===== src/rtl/crc32bs_pkg.sv =====
// Package: CRC-32 constants, stream item type and byte fold function.
`default_nettype none

package crc32bs_pkg;

  localparam logic [31:0] CRC_PRESET = 32'hFFFF_FFFF;
  localparam logic [31:0] CRC_POLY   = 32'hEDB8_8320;

  // One input transaction payload
  typedef struct packed {
    logic [7:0] data_byte;
    logic       last_byte;
  } item_t;

  // Fold one byte into a reflected CRC-32, eight shift/XOR steps
  function automatic logic [31:0] fold_byte(input logic [31:0] crc_in,
                                            input logic [7:0]  data_in);
    logic [31:0] crc;
    crc = crc_in ^ {24'h00_0000, data_in};
    for (int k = 0; k < 8; k++) begin
      crc = {1'b0, crc[31:1]} ^ (CRC_POLY & {32{crc[0]}});
    end
    return crc;
  endfunction

endpackage

`default_nettype wire


===== src/rtl/crc32bs_in_if.sv =====
// Interface: input byte stream channel (valid/ready plus byte and last flag).
`default_nettype none

interface crc32bs_in_if;
  logic       valid;
  logic       ready;
  logic [7:0] data_byte;
  logic       last_byte;

  modport source (output valid, output data_byte, output last_byte, input ready);
  modport sink   (input valid, input data_byte, input last_byte, output ready);
endinterface

`default_nettype wire


===== src/rtl/crc32bs_out_if.sv =====
// Interface: result channel carrying the final CRC value.
`default_nettype none

interface crc32bs_out_if;
  logic        valid;
  logic        ready;
  logic [31:0] crc_value;

  modport source (output valid, output crc_value, input ready);
  modport sink   (input valid, input crc_value, output ready);
endinterface

`default_nettype wire


===== src/rtl/crc32bs_in_reg.sv =====
// Input register: captures one transaction and holds it until the core takes it.
`default_nettype none

module crc32bs_in_reg
  import crc32bs_pkg::*;
(
  input  wire logic  clk_i,
  input  wire logic  rst_ni,
  input  wire logic  valid_i,
  output logic       ready_o,
  input  wire item_t item_i,
  input  wire logic  take_i,
  output logic       valid_o,
  output item_t      item_o
);

  logic  valid_q, valid_d;
  item_t item_q;

  // Register is free when empty or being drained this cycle
  assign ready_o = !valid_q || take_i;
  assign valid_d = ready_o ? valid_i : valid_q;

  always_ff @(posedge clk_i or negedge rst_ni) begin
    if (!rst_ni) begin
      valid_q <= 1'b0;
    end else begin
      valid_q <= valid_d;
    end
  end

  // Payload needs no reset
  always_ff @(posedge clk_i) begin
    if (ready_o && valid_i) begin
      item_q <= item_i;
    end
  end

  assign valid_o = valid_q;
  assign item_o  = item_q;

endmodule

`default_nettype wire


===== src/rtl/crc32bs_core.sv =====
// CRC core: running CRC register and zero-byte flag, updated once per byte.
`default_nettype none

module crc32bs_core
  import crc32bs_pkg::*;
(
  input  wire logic  clk_i,
  input  wire logic  rst_ni,
  input  wire logic  fire_i,
  input  wire item_t item_i,
  output logic [31:0] crc_value_o
);

  logic [31:0] crc_q, crc_d, crc_upd;
  logic        zero_seen_q, zero_seen_d;

  // Fold the byte unless the message already hit a zero byte
  always_comb begin
    crc_upd     = crc_q;
    zero_seen_d = zero_seen_q;
    if (!zero_seen_q) begin
      if (item_i.data_byte == 8'h00) begin
        zero_seen_d = 1'b1;
      end else begin
        crc_upd = fold_byte(crc_q, item_i.data_byte);
      end
    end
    crc_d = crc_upd;
    // End of message: restart from preset
    if (item_i.last_byte) begin
      crc_d       = CRC_PRESET;
      zero_seen_d = 1'b0;
    end
  end

  always_ff @(posedge clk_i or negedge rst_ni) begin
    if (!rst_ni) begin
      crc_q       <= CRC_PRESET;
      zero_seen_q <= 1'b0;
    end else if (fire_i) begin
      crc_q       <= crc_d;
      zero_seen_q <= zero_seen_d;
    end
  end

  // Final value, valid when the last byte fires
  assign crc_value_o = ~crc_upd;

endmodule

`default_nettype wire


===== src/rtl/crc32bs_out_reg.sv =====
// Output register: holds the finished CRC until the sink takes it.
`default_nettype none

module crc32bs_out_reg (
  input  wire logic        clk_i,
  input  wire logic        rst_ni,
  input  wire logic        load_i,
  input  wire logic [31:0] crc_value_i,
  output logic             free_o,
  output logic             valid_o,
  input  wire logic        ready_i,
  output logic [31:0]      crc_value_o
);

  logic        valid_q, valid_d;
  logic [31:0] crc_q;

  // Slot can take a new result when empty or emptied this cycle
  assign free_o  = !valid_q || ready_i;
  assign valid_d = load_i ? 1'b1 : (valid_q && !ready_i);

  always_ff @(posedge clk_i or negedge rst_ni) begin
    if (!rst_ni) begin
      valid_q <= 1'b0;
    end else begin
      valid_q <= valid_d;
    end
  end

  always_ff @(posedge clk_i) begin
    if (load_i) begin
      crc_q <= crc_value_i;
    end
  end

  assign valid_o     = valid_q;
  assign crc_value_o = crc_q;

endmodule

`default_nettype wire


===== src/rtl/crc32_byte_stream.sv =====
// Top level: reflected CRC-32 over a byte stream, one byte per transaction.
// Each byte transaction enters an input register, is folded into the running
// CRC-32 (polynomial 0xEDB88320, preset all ones) by combinational logic, and
// the inverted CRC of the message lands in an output register when the byte
// flagged last is processed. The first zero byte of a message ends
// accumulation; it and later bytes of that message leave the CRC unchanged.
// Throughput is one byte per clock unless the input stalls. The output register
// loads when the last byte fires from the input register.
// Input stalls only while a finished result waits in the output register and
// the next processed byte is also a last byte.
`default_nettype none

module crc32_byte_stream
  import crc32bs_pkg::*;
(
  input wire logic      clk_i,
  input wire logic      rst_ni,
  crc32bs_in_if.sink    in_i,
  crc32bs_out_if.source out_o
);

  item_t       in_item, reg_item;
  logic        reg_valid, fire, out_free;
  logic [31:0] crc_result;

  assign in_item.data_byte = in_i.data_byte;
  assign in_item.last_byte = in_i.last_byte;

  // A byte fires when its result, if any, has a place to go
  assign fire = reg_valid && (!reg_item.last_byte || out_free);

  crc32bs_in_reg u_in_reg (
    .clk_i   (clk_i),
    .rst_ni  (rst_ni),
    .valid_i (in_i.valid),
    .ready_o (in_i.ready),
    .item_i  (in_item),
    .take_i  (fire),
    .valid_o (reg_valid),
    .item_o  (reg_item)
  );

  crc32bs_core u_core (
    .clk_i       (clk_i),
    .rst_ni      (rst_ni),
    .fire_i      (fire),
    .item_i      (reg_item),
    .crc_value_o (crc_result)
  );

  crc32bs_out_reg u_out_reg (
    .clk_i       (clk_i),
    .rst_ni      (rst_ni),
    .load_i      (fire && reg_item.last_byte),
    .crc_value_i (crc_result),
    .free_o      (out_free),
    .valid_o     (out_o.valid),
    .ready_i     (out_o.ready),
    .crc_value_o (out_o.crc_value)
  );

endmodule

`default_nettype wire


===== src/flat_wrapper.sv =====
// flat-port wrapper written by rule: the top's interface ports become plain ports
module crc32_byte_stream_flat import crc32bs_pkg::*;
  (clk_i, rst_ni, in_i_valid, in_i_data_byte, in_i_last_byte, in_i_ready, out_o_valid, out_o_crc_value, out_o_ready);
  crc32bs_in_if in_i_i ();
  crc32bs_out_if out_o_i ();
  input wire logic clk_i;
  input wire logic rst_ni;
  input wire logic [$bits(in_i_i.valid)-1:0] in_i_valid;
  input wire logic [$bits(in_i_i.data_byte)-1:0] in_i_data_byte;
  input wire logic [$bits(in_i_i.last_byte)-1:0] in_i_last_byte;
  output wire logic [$bits(in_i_i.ready)-1:0] in_i_ready;
  output wire logic [$bits(out_o_i.valid)-1:0] out_o_valid;
  output wire logic [$bits(out_o_i.crc_value)-1:0] out_o_crc_value;
  input wire logic [$bits(out_o_i.ready)-1:0] out_o_ready;
  assign in_i_i.valid = in_i_valid;
  assign in_i_i.data_byte = in_i_data_byte;
  assign in_i_i.last_byte = in_i_last_byte;
  assign in_i_ready = in_i_i.ready;
  assign out_o_valid = out_o_i.valid;
  assign out_o_crc_value = out_o_i.crc_value;
  assign out_o_i.ready = out_o_ready;
  crc32_byte_stream u_core (.clk_i(clk_i), .rst_ni(rst_ni), .in_i(in_i_i), .out_o(out_o_i));
endmodule

===== config.mk =====
export PLATFORM = sky130hd
export DESIGN_NAME = crc32_byte_stream_flat
export DESIGN_NICKNAME = d
export VERILOG_FILES = /design/src/rtl/crc32bs_pkg.sv /design/src/rtl/crc32bs_in_if.sv /design/src/rtl/crc32bs_out_if.sv /design/src/rtl/crc32bs_in_reg.sv /design/src/rtl/crc32bs_core.sv /design/src/rtl/crc32bs_out_reg.sv /design/src/rtl/crc32_byte_stream.sv /design/src/flat_wrapper.sv
export SDC_FILE = /design/constraint.sdc
export NUM_CORES = 1
export LEC_CHECK = 0
export BUFFER_PORTS_ARGS = -buffer_cell sky130_fd_sc_hd__clkbuf_2
export CAP_MARGIN = 20
export CORE_ASPECT_RATIO = 1.4
export CORE_MARGIN = 2
export CORE_UTILIZATION = 45
export CTS_CLUSTER_DIAMETER = 30
export DETAILED_ROUTE_END_ITERATION = 10
export PLACE_DENSITY = 0.63
export SYNTH_ARGS = -nofsm -noshare
export SYNTH_HDL_FRONTEND = slang
export SYNTH_SLANG_ARGS = --single-unit

===== constraint.sdc =====
create_clock -name clk_i -period 2.4 [get_ports clk_i]
set_input_delay 0 -clock clk_i [delete_from_list [all_inputs] [get_ports clk_i]]
set_output_delay 0 -clock clk_i [all_outputs]
set_load 0.05 [all_outputs]

==> reports/qor.yml, run 1 <==
finalHoldViolCount: 0
first_pass_iters: 4
rr_worst_depth: 4
critPathBufInv: 0
start_util_pct: 46.0
syn_nets: 253
vias: 2151
startpoint_type: "flip-flop"
drive_gt1_share_pct: 38.6
die_w_um: 82.8
min_period_ps: 2090
cts_resized: 0
rrSetupSlack_ps: 310
globalRouteOverflowTotal: 0
avgSynthCellArea_sq_um: 16.3
worst_pin_slew_ps: 926
portBuffers: 46
postCtsHoldBufs: 12
final_common_cell: "clkbuf_2"
yosysSeqAreaShare_pct: 54.9
layout_common_cells: "clkbuf_2 (46), edfxtp_1 (41), dfstp_2 (32)"
wire_per_inst_um: 17.3
cts_max_level: 3
antenna_found_initial: 0
area_growth_pct: 21.1
vias_per_cell: 5.11
cts_buffer_depth: 2
placed_area_sq_um: 4340
synth.distinct_cells: 30
globalplace.congestion: 0.828
clkTransAtPathRegs_ps: 60
synth_warnings: 0
cts_tree: "built"
slowest_stage: "dfstp_2"
synth.area.top_cells: "edfxtp_1 (31%), dfstp_2 (22%), xnor3_1 (9.2%)"
r2r-end: "u_core.u_out_reg.crc_value_o[19]"
path_cells: "xor2_4 > xnor3_4 > xnor3_1 > o21a_1"
place_hpwl_um: 5000
antenna_left: 0
grt_pass1_wl_um: 11500
grt_pass1_vias: 2231
maxCapViolations: 0
cts_setup_buffers: 0
ys_ff_latch: 76
clkLatencyLatePin_ps: 340
worst_path_largest_cell_delay_ps: 580
grt_usage_pct: 17.4
nNetsFinal: 324
syn_area_sq_um: 3910
arrival_ps: 2180
grt_max_degree: 36
fin_skew_ps: 8.95
wl_um: 7270
fin_crit_sh_pct: 87.0
dieArea_sq_um: 9460
critPathMaxFanout: 6
dieHeight_um: 114
criticalPathCategory: "flip-flop to flip-flop"
route.detailed.drc: 0
num_rows: 40
finalSetupViolCount: 0
cts_sinks: 76
end_kind: "flip-flop"
timing.fmax_mhz: 479
io_pins: 47
fin_setup_tns_ps: 0
r2r_start: "u_core.u_core.crc_q[6]"
diodes: 0
status: "finished, final reports clean"
synth_top_area_share_pct: 31.5
cts_root_buf: "clkbuf_16"
synth_area_leader_cell: "edfxtp_1"
syn_inst: 240
final_area_sq_um: 4740
fill_cells: 737
relSlewSlack_pct: 38.2
cts_buffers: 9
cp_top_family: "XOR/XNOR gates"
final_util_pct: 55.7
drtIter0Drc: 88
rsz0062_at_grt: "no"
hp-class: "primary input to asynchronous set/reset pin"
required_ps: 2490
slew_violations: 0
core-area_sq_um: 8510
## flip-flops by register name (all words and copies together) (netlist names)
signal	cells
u_core.u_core.crc_q	32
u_core.u_out_reg.crc_value_o	32
u_core.u_in_reg.item_o	9
u_core.u_core.zero_seen_q	1
u_core.u_in_reg.valid_o	1
u_core.u_out_reg.valid_o	1
## metrics by stage
stage | hold WS, ps | setup WS (ps) | instances
after floorplan | -296 | 309 | 240
after global placement | 175 | 332 | 393
after detailed placement | 179 | 301 | 393
after CTS | 357 | 296 | 421
after global routing | 377 | 230 | 421
final | 344 | 311 | 421
## synthesized netlist by cell type
cell,count
nor4_1,2
dfstp_2,32
dfrtp_1,3
nor2_1,3
o21a_1,5
xnor2_1,28
edfxtp_1,41
xnor2_2,5
and2_1,1
xnor3_1,16
nand3_1,1
or2_2,1
xor2_1,4
buf_2,5
xor3_1,2
xnor2_4,6
o22a_1,26
clkbuf_1,4
nand2b_1,3
o211a_1,1
xor2_2,1
a21o_1,1
nand2_1,10
a2bb2oi_1,6
nor2b_1,1
mux2i_1,26
xnor3_4,1
a21oi_1,3
buf_1,1
xor2_4,1
## worst register-to-register path, delay by kind of cell, from the launching register on
kind | cells | cell delay, ps
DFF | 1 | 580
AOI/OAI and AO/OA | 1 | 180
xor gates and xnor gates | 3 | 1090
## routing by layer
metal | vias to the layer above | share of wire, % | GRT usage, %
met4 | 0 | 2.3 | 7.65
met5 | - | 0 | 0
met2 | 43 | 54 | 29.6
met1 | 1063 | 41 | 19.8
li1 | 1031 | - | -
met3 | 14 | 3.0 | 5.05
## cell type report
cell class	count	area, sq um	area share, %
clock buffer	11	243	5.13
clock inverter	5	28.8	0.608
multi-input combinational	154	1730	36.6
sequential	76	2150	45.3
tap	105	131	2.77
timing repair buffer	70	453	9.56
## cell families (layout without fill, tap and decap cells)
| logic type | Yosys count | after routing | synth area share, % |
|---|---|---|---|
| buffers and inverters | 10 | 86 | 1.12 |
| flip-flops | 76 | 76 | 54.9 |
| multiplexers | 26 | 26 | 6.66 |
| AO/OA/AOI/OAI | 42 | 42 | 8.96 |
| AND/OR/NAND/NOR | 22 | 22 | 2.66 |
| XOR/XNOR | 64 | 64 | 25.7 |
## how the worst max path moves through the flow
| stage | startpoint | end | slack, ps | cells after the start |
|---|---|---|---|---|
| final | u_core.u_core.crc_q[6] | u_core.u_out_reg.crc_value_o[19] | 310 | 4 |
| after global routing | u_core.u_in_reg.item_o[4] | u_core.u_out_reg.crc_value_o[19] | 230 | 4 |
| after CTS | u_core.u_in_reg.item_o[4] | u_core.u_out_reg.crc_value_o[19] | 300 | 4 |
| after detailed placement | u_core.u_in_reg.item_o[4] | u_core.u_out_reg.crc_value_o[19] | 300 | 4 |
| after global placement | u_core.u_core.crc_q[5] | u_core.u_out_reg.crc_value_o[19] | 330 | 4 |
| after floorplan | u_core.u_out_reg.valid_o | u_core.u_in_reg.item_o[0] | 310 | 3 |
Power of run 1 is left out: the tool's default activity adds up to more than one toggle a clock period on the data nets, which glitch-free logic cannot reach.
==> run 2: changes to the inputs <==
--- a/config.mk
+++ b/config.mk
@@ -13,6 +13,7 @@
 export CTS_CLUSTER_DIAMETER = 30
 export DETAILED_ROUTE_END_ITERATION = 10
 export PLACE_DENSITY = 0.63
+export RECOVER_POWER = 100
 export SYNTH_ARGS = -nofsm -noshare
 export SYNTH_HDL_FRONTEND = slang
 export SYNTH_SLANG_ARGS = --single-unit
==> run 2 against run 1 <==
  * Setup slack worse by 66 ps
  * Clock-buffer cell count stayed put
  * First-iteration DRC count is 6.8% higher
  * Sequential share of layout area is 0.74 points higher
  * Via count is 1.3% higher
  * Non-clock buffer count stayed put
  * The run now ends with max-capacitance violations, max-slew violations left
  * Sequential cell count stayed put
  * Clock skew hardly changed
  * Global-route usage stayed put
  * Critical path depth stayed put
==> reports/qor.yml, run 2 (synthesis gave the netlist of run 1 again) <==
first_pass_iters: 4  # unchanged
slowest_stage: "dfstp_2"
placed_area_sq_um: 4340  # unchanged
timing.fmax_mhz: 464  # -3.1%
required_ps: 2570  # +80 ps
critPathBufInv: 0  # unchanged
vias: 2180  # +1.3%
worst_path_largest_cell_delay_ps: 580  # about the same
grt_usage_pct: 17.4  # unchanged
min_path_cells: 2
criticalPathCategory: "flip-flop to flip-flop"
grt_max_degree: 36  # unchanged
dieHeight_um: 114  # unchanged
dieArea_sq_um: 9460  # unchanged
fin_crit_sh_pct: 89.8  # +2.8 points
start_util_pct: 46.0  # unchanged
cts_tree: "built"
place_hpwl_um: 5000  # unchanged
io_pins: 47  # unchanged
cts_resized: 0  # unchanged
worst_pin_slew_ps: 2010  # +1080 ps
cts_setup_buffers: 0  # unchanged
critPathMaxFanout: 6  # unchanged
finalSetupViolCount: 0  # unchanged
slew_violations: 36  # +36
diodes: 0  # unchanged
clkTransAtPathRegs_ps: 60  # about the same
cts_max_level: 3  # unchanged
wire_per_inst_um: 17.3  # +0.33%
num_rows: 40  # unchanged
area_growth_pct: 19.2
hp-class: "primary input to flip-flop"
nNetsFinal: 324  # unchanged
violations: "max-capacitance violations, max-slew violations"
layout.cells.non_filler: 421  # unchanged
antenna_found_initial: 0  # unchanged
path_cells: "xor2_4 > xor2_1 > xnor3_1 > mux2i_1"
seqCellArea_sq_um: 2150  # unchanged
final_area_sq_um: 4660  # -1.6%
rr_worst_depth: 4  # unchanged
met1Wirelength_um: 2990  # +0.57%
core-area_sq_um: 8510  # unchanged
relSlewSlack_pct: -33.7  # -72 points
highest_layer: "met4"
portBuffers: 46  # unchanged
fill_cells: 760  # +3.1%
min_from: "in_i_data_byte[1]"
cp_top_family: "XOR/XNOR gates"
finalHoldViolCount: 0  # unchanged
startpoint_type: "flip-flop"
dp.cells: 393  # unchanged
cts_root_buf: "clkbuf_16"
rsz0062_at_grt: "no"
r2r_start: "u_core.u_core.crc_q[6]"
arrival_ps: 2330  # +150 ps
cts_buffers: 9  # unchanged
end_kind: "flip-flop"
cts_sinks: 76  # unchanged
min_period_ps: 2150  # +66.4 ps
clkLatencyLatePin_ps: 340  # about the same
maxCapViolations: 1  # +1
postCtsHoldBufs: 12  # unchanged
fin_setup_tns_ps: 0  # unchanged
cts_buffer_depth: 2  # unchanged
grt_pass1_wl_um: 11500  # unchanged
r2r-end: "u_core.u_out_reg.crc_value_o[18]"
vias_per_cell: 5.18  # +1.3%
hold_end: "u_core.u_in_reg.item_o[2]"
antenna_left: 0  # unchanged
wl_um: 7290  # +0.33%
route.detailed.drc: 0  # unchanged
globalplace.congestion: 0.828  # unchanged
fin_skew_ps: 9.10  # +0.150 ps
final_common_cell: "edfxtp_1"
met2WireLength_um: 3870  # -0.92%
status: "complete, but fails checks"
globalRouteOverflowTotal: 0  # unchanged
drive_gt1_share_pct: 26.3  # -12 points
die_w_um: 82.8  # unchanged
multi_input_area_sq_um: 1710  # -1.2%
grt_pass1_vias: 2231  # unchanged
rrSetupSlack_ps: 250  # -70 ps
dr_wl_met3_um: 247  # +12%
drtIter0Drc: 94  # +6.8%
layout_common_cells: "edfxtp_1 (41), clkbuf_1 (37), dfstp_2 (32)"
[run 2: area by class of cell]
type | count | area share (%)
clock buffers | 11 | 5.21
clock inverters | 5 | 0.618
multi-input cells | 154 | 36.7
flip-flops and latches | 76 | 46.1
well taps | 105 | 2.82
repair buffers | 70 | 8.54
[run 2: per-stage QoR]
| stage | worst slack [ps] | utilization (%) | hold WS (ps) |
|---|---|---|---|
| after floorplan | 309 | - | -296 |
| after detailed placement | 301 | 51.1 | 179 |
| after global routing | 127 | 54.8 | 377 |
| final | 245 | 54.8 | 373 |
| after global placement | 332 | 51.1 | 175 |
| after CTS | 296 | 55.7 | 357 |
[run 2: layer usage]
metal  up-vias  track usage [%]
met5         -                0
met4         0             7.65
met3        14             5.05
met2        51             29.6
met1      1083             19.8
li1       1032                -
[run 2: worst max path at each step]
stage / start / depth (start not counted) / endpoint / slack (ps)
final: u_core.u_core.crc_q[6] / 4 / u_core.u_out_reg.crc_value_o[18] / 250
after global routing: rst_ni / 2 / u_core.u_core.zero_seen_q / 130
after CTS: u_core.u_in_reg.item_o[4] / 4 / u_core.u_out_reg.crc_value_o[19] / 300
after detailed placement: u_core.u_in_reg.item_o[4] / 4 / u_core.u_out_reg.crc_value_o[19] / 300
after global placement: u_core.u_core.crc_q[5] / 4 / u_core.u_out_reg.crc_value_o[19] / 330
after floorplan: u_core.u_out_reg.valid_o / 3 / u_core.u_in_reg.item_o[0] / 310
Power of run 2 is left out for the same reason.
